--- config.mk ---
export PLATFORM = sky130hd
export DESIGN_NAME = tia_ctrl
export DESIGN_NICKNAME = d
export VERILOG_FILES = /design/src/hw/rtl/tia_pkg.sv /design/src/hw/rtl/tia_ctrl.sv
export SDC_FILE = /design/constraint.sdc
export NUM_CORES = 1
export LEC_CHECK = 0
export BUFFER_PORTS_ARGS = -buffer_cell sky130_fd_sc_hd__buf_4
export CELL_PAD_IN_SITES_DETAIL_PLACEMENT = 1
export CELL_PAD_IN_SITES_GLOBAL_PLACEMENT = 1
export CORE_AREA = 5 5 44 46
export DETAILED_ROUTE_END_ITERATION = 6
export DIE_AREA = 0 0 49 51
export GPL_TIMING_DRIVEN = 0
export HOLD_SLACK_MARGIN = 0.1
export PLACE_DENSITY = 0.77
export SETUP_SLACK_MARGIN = 0.5
export SYNTH_ARGS = -nofsm -noshare
export SYNTH_HDL_FRONTEND = slang
export SYNTH_SLANG_ARGS = --single-unit
--- constraint.sdc ---
create_clock -name clock -period 1.32 [get_ports clock]
set_clock_uncertainty 0.05 [all_clocks]
set_input_delay 0 -clock clock [delete_from_list [all_inputs] [get_ports clock]]
set_output_delay 0 -clock clock [all_outputs]
set_load 0.02 [all_outputs]
--- src/hw/rtl/tia_pkg.sv ---
package tia_pkg;

   localparam int TABLE_ENTRIES = 256;
   localparam int IDX_W = (TABLE_ENTRIES > 1) ? $clog2(TABLE_ENTRIES) : 1;

   localparam logic [7:0] LIFETIME_RESET = 8'd5;

   // opcodes of a request word
   localparam logic [1:0] OP_ALLOC = 2'd0;
   localparam logic [1:0] OP_LOOK  = 2'd1;
   localparam logic [1:0] OP_TICK  = 2'd2;

   // status codes of a response word
   localparam logic [1:0] ST_OK   = 2'd0;
   localparam logic [1:0] ST_FULL = 2'd1;
   localparam logic [1:0] ST_BAD  = 2'd2;

   // csr register index (paddr[2])
   localparam logic REG_LIFETIME = 1'b0;

   typedef enum logic [1:0] {
      RES_ALLOC,
      RES_FULL,
      RES_BAD,
      RES_LOOK
   } res_kind_type;

   typedef struct packed {
      logic [15:0] query_id;
      logic [31:0] ipv4;
      logic [15:0] port;
      logic        done;
      logic [31:0] expiry;
   } row_type;

   localparam row_type ROW_RESET = '{query_id: 16'd0, ipv4: 32'd0, port: 16'd0,
                                     done: 1'b1, expiry: 32'd0};

   typedef struct packed {
      logic         capture;
      logic         read;
      logic         wr_alloc;
      logic         wr_look;
      logic         load_res;
      res_kind_type res_kind;
   } ctl_cmd_type;

   typedef struct packed {
      logic eval_vld;
      logic eligible;
      logic eval_last;
      logic tag_bad;
      logic out_free;
   } dp_sts_type;

endpackage

--- src/hw/rtl/tia_ctrl.sv ---
module tia_ctrl (
   input  logic                 clock,
   input  logic                 reset,
   input  logic                 req_valid,
   input  logic [1:0]           req_opcode,
   output logic                 req_ready,
   input  tia_pkg::dp_sts_type  sts,
   output tia_pkg::ctl_cmd_type cmd
);
   import tia_pkg::*;

   typedef enum logic [2:0] {
      S_IDLE,
      S_SCAN,
      S_LREAD,
      S_LWRITE,
      S_HOLD
   } state_type;

   state_type    state_ff, state_in;
   res_kind_type kind_ff, kind_in;

   always_comb begin
      state_in     = state_ff;
      kind_in      = kind_ff;
      req_ready    = 1'b0;
      cmd          = '0;
      cmd.res_kind = kind_ff;
      case (state_ff)
         S_IDLE: begin
            req_ready = 1'b1;
            if (req_valid) begin
               cmd.capture = 1'b1;
               case (req_opcode)
                  OP_ALLOC: state_in = S_SCAN;
                  OP_LOOK: begin
                     if (sts.tag_bad) begin
                        kind_in  = RES_BAD;
                        state_in = S_HOLD;
                     end else begin
                        state_in = S_LREAD;
                     end
                  end
                  default: state_in = S_IDLE;
               endcase
            end
         end
         S_SCAN: begin
            if (sts.eval_vld && sts.eligible) begin
               cmd.wr_alloc = 1'b1;
               kind_in      = RES_ALLOC;
               state_in     = S_HOLD;
            end else if (sts.eval_vld && sts.eval_last) begin
               kind_in  = RES_FULL;
               state_in = S_HOLD;
            end else begin
               cmd.read = 1'b1;
            end
         end
         S_LREAD: begin
            cmd.read = 1'b1;
            state_in = S_LWRITE;
         end
         S_LWRITE: begin
            cmd.wr_look = 1'b1;
            kind_in     = RES_LOOK;
            state_in    = S_HOLD;
         end
         S_HOLD: begin
            if (sts.out_free) begin
               cmd.load_res = 1'b1;
               state_in     = S_IDLE;
            end
         end
         default: state_in = S_IDLE;
      endcase
   end

   always_ff @(posedge clock) begin
      if (reset) begin
         state_ff <= S_IDLE;
         kind_ff  <= RES_FULL;
      end else begin
         state_ff <= state_in;
         kind_ff  <= kind_in;
      end
   end

   a_load_free: assert property (@(posedge clock) disable iff (reset)
      cmd.load_res |-> sts.out_free)
      else $error("result loaded over a waiting word");

   a_alloc_hit: assert property (@(posedge clock) disable iff (reset)
      cmd.wr_alloc |-> (sts.eval_vld && sts.eligible && state_ff == S_SCAN))
      else $error("allocate write without an eligible slot");

   a_scan_ends: assert property (@(posedge clock) disable iff (reset)
      (state_ff == S_SCAN && sts.eval_vld && sts.eval_last) |=> state_ff == S_HOLD)
      else $error("scan ran past the last slot");

   a_look_read: assert property (@(posedge clock) disable iff (reset)
      cmd.wr_look |-> sts.eval_vld)
      else $error("lookup write without read data");

endmodule

==> results by group <==
Clock tree
  – CTS tree: built
  – Clock insertion delay at the later pin of the skew report: 0.25 ns
  – Clock Tree Buf Depth: 2
  – CTS buffer count: 3
  – Worst-path clk slew: 0.04 ns
  – Clock root buffer: clkbuf_4
  – Max H-tree Level: 1
  – CTS Sinks: 5

Timing
  – RSZ-0062 raised after global routing: true
  – Final Hold Slack: -0.0754 ns
  – Final setup fails: 3
  – Fmax: 721 MHz
  – Fin crit share: 1.05
  – Min Clock Period, post-route: 1.39 ns
  – Max-slew headroom: 0.841
  – Max-slew violations: 0
  – Setup ws final: -0.0677 ns
  – Worst slew pin tran: 0.239 ns
  – Final Hold Fails: 4

Layout
  – Ant. Diodes: 0
  – Core Util, Final: 0.430
  – Commonest non-fill, non-tap cell in the layout: buf_4
  – Commonest cells after routing, fill and taps aside: buf_4 (17), buf_6 (7), nor2_1 (5)
  – Area Growth Syn to Fin: 71.5%
  – Share of layout cells above drive strength 1: 0.567
  – Final Cell Area: 633 um^2
  – Final nets: 78

Worst setup path
  – Required time of the critical path: 1.27 ns
  – Max incr delay on CP: 0.31 ns
  – CP endpoint kind: primary output
  – Worst Setup Start Kind: flop
  – Crit. Startpoint: state_ff[2]$_SDFFE_PP0P_
  – Crit Reg-Reg Endpoint: kind_ff[0]$_SDFFE_PP1P_
  – Most used cell, CP: buf_6
  – Worst-path cell chain: buf_6 -> and2b_2 -> nor3b_4 -> a21o_1 -> buf_6
  – Arrival @ worst endpoint: 1.34 ns
  – Setup crit end: cmd[5]
  – Slack of the worst reg-to-reg path: -0.05 ns
  – Critical R2R Launch: state_ff[2]$_SDFFE_PP0P_
  – Cells on worst reg2reg path: 5
  – CP Class: reg -> out
  – Crit path max-delay cell type: dfxtp_2
  – Critical path fanouts, max: 4

Drt
  – Metal-1 WL: 491 um
  – WL final: 1100 um
  – First-pass DRT Iterations: 2
  – # DRC: 0
  – Highest Signal Layer: met3
  – Routed met3 length: 87 um
  – Via-to-Cell Ratio: 4.99
  – Metal2 WL: 520 um
  – Avg WL per Cell: 13.2 um
  – DR vias: 414
  – DRT iter0 DRCs: 2
  – Post-detailed-route count of antenna-violating nets: 0

Pwr
  – Combinational power share: 0.345
  – NetSw: 0.161 mW
  – PwrDens: 852 mW/mm^2
  – Sw Share: 0.299
  – Clk pwr share: 0.339
  – Max VDD drop: 653 uV
  – Reg power frac: 0.316
  – Internal power: 0.378 mW
  – LEAKAGE: 0.288 nW
  – Pwr Total: 0.539 mW

Global routing
  – Initial antenna violation count: 0
  – First-pass GRT wire length: 1790 um
  – GRT Util Overall: 0.0924
  – Largest net degree at the start of global routing: 11
  – Vias in the first global route: 405
  – Global route total overflow: 0

Status
  – Outcome: finished, violations left
  – Failing checks: negative hold slack, negative setup slack

Floorplanning
  – Die height: 51 um
  – Core Box Area: 0.00147 mm^2
  – # IOs: 18
  – Initial Util: 0.251
  – Core Rows: 14
  – Die Wd: 49 um
  – Die ar.: 0.00250 mm^2

Worst hold path
  – Worst Hold Class: in -> reg

Synthesis
  – Synth area leader: dfxtp_1
  – Synthesized flop and latch total: 5
  – Syn. warnings: 0
  – Unique cell type count in the Yosys netlist: 28
  – Register area share after synthesis: 0.271
  – Mean Syn Cell Area: 9.00 um^2
  – Synth top area share: 0.271
  – Instance count of the mapped netlist: 41
  – Mapped Nets: 51
  – Mapped cell area: 369 um^2
  – Top cells by area, synth: dfxtp_1 (27%), nor2_1 (5.1%), nor3_4 (4.4%)

Place
  – Worst slack, placed: -0.0186 ns
  – Placed Area: 536 um^2
  – Number of port buffers: 17
  – Placer Congestion: 0.659
  – Post-DP HPWL: 802 um

Job
  – Max cap viols: 0
-- worst max-delay path: cells and delay by family (launching register included) --
kind	cells	cell delay, ns
AOI/OAI and AO/OA	1	0.16
buffers and inverters	2	0.23
DFF	1	0.31
and+or+nand+nor	2	0.40
-- cell families after synthesis --
logic type / share of synthesized area
flops: 0.271
compound gates: 0.298
buf+inv: 0.0542
simple gates: 0.376
-- final cells by class --
| class | count | area (um^2) |
|---|---|---|
| Buffer | 2 | 18.8 |
| Clock buffer | 4 | 26.3 |
| Fill cell | 185 | 838 |
| Inverter | 1 | 3.75 |
| Multi-Input combinational cell | 33 | 273 |
| Sequential cell | 5 | 104 |
| Tap cell | 16 | 20.0 |
| Timing Repair Buffer | 22 | 188 |
-- sequential cells by signal, indices dropped and copies added, names as in the netlist --
register and flops:
state_ff 3, kind_ff 2
-- synthesized netlist by cell type, drive strengths merged --
| cell type | count |
|---|---|
| nand2 | 1 |
| o41ai | 1 |
| and2 | 2 |
| o21ai | 1 |
| o21a | 2 |
| a2111o | 1 |
| o21ba | 1 |
| a31o | 1 |
| and4b | 1 |
| nand3b | 1 |
| a221oi | 1 |
| buf | 2 |
| and2b | 1 |
| dfxtp | 5 |
| nand3 | 1 |
| inv | 1 |
| nor3 | 4 |
| a21boi | 1 |
| nor3b | 3 |
| a21oi | 1 |
| or3b | 1 |
| a21o | 1 |
| nand2b | 1 |
| a2111oi | 1 |
| nor2 | 5 |
-- metrics by stage --
stage,instances,setup TNS (ns)
global placement,74,-0.0121
CTS,83,-0.126
detailed placement,74,-0.0186
global route,83,-0.549
finish,83,-0.147
floorplan,41,0
-- layer usage --
metal,GRT usage,vias up
li1,-,206
met1,0.100,197
met2,0.152,11
met3,0.0640,0
met4,0.0135,0
met5,0,-
-- worst min-delay path by stage --
stage                     start                 endpoint  slack (ns)  cells past startpoint
final                     reset  kind_ff[1]$_SDFFE_PP0P_       -0.08                      2
after global routing      reset  kind_ff[1]$_SDFFE_PP0P_        -0.1                      2
after CTS                 reset  kind_ff[1]$_SDFFE_PP0P_       -0.07                      2
after detailed placement  reset  kind_ff[1]$_SDFFE_PP0P_        0.18                      2
after global placement    reset  kind_ff[1]$_SDFFE_PP0P_        0.18                      2
after floorplan           reset  kind_ff[1]$_SDFFE_PP0P_        0.03                      1
-- power by group through the flow --
stage                     sequential [mW]  clock [mW]  combinational, mW
after floorplan                     0.175           0             0.0852
after global placement              0.172           0              0.151
after detailed placement            0.172           0              0.152
after CTS                           0.170       0.188              0.186
after global routing                0.172       0.210              0.199
final                               0.171       0.183              0.186
-- repair_timing --
item,4_1_cts,5_1_grt
resized for setup,7,4
setup endpoints to repair,11,12
setup buffers,5,0
pin swaps,2,2
hold endpoints to repair,4,4
gates cloned,0,0
Power figures use the tool's default switching activity.
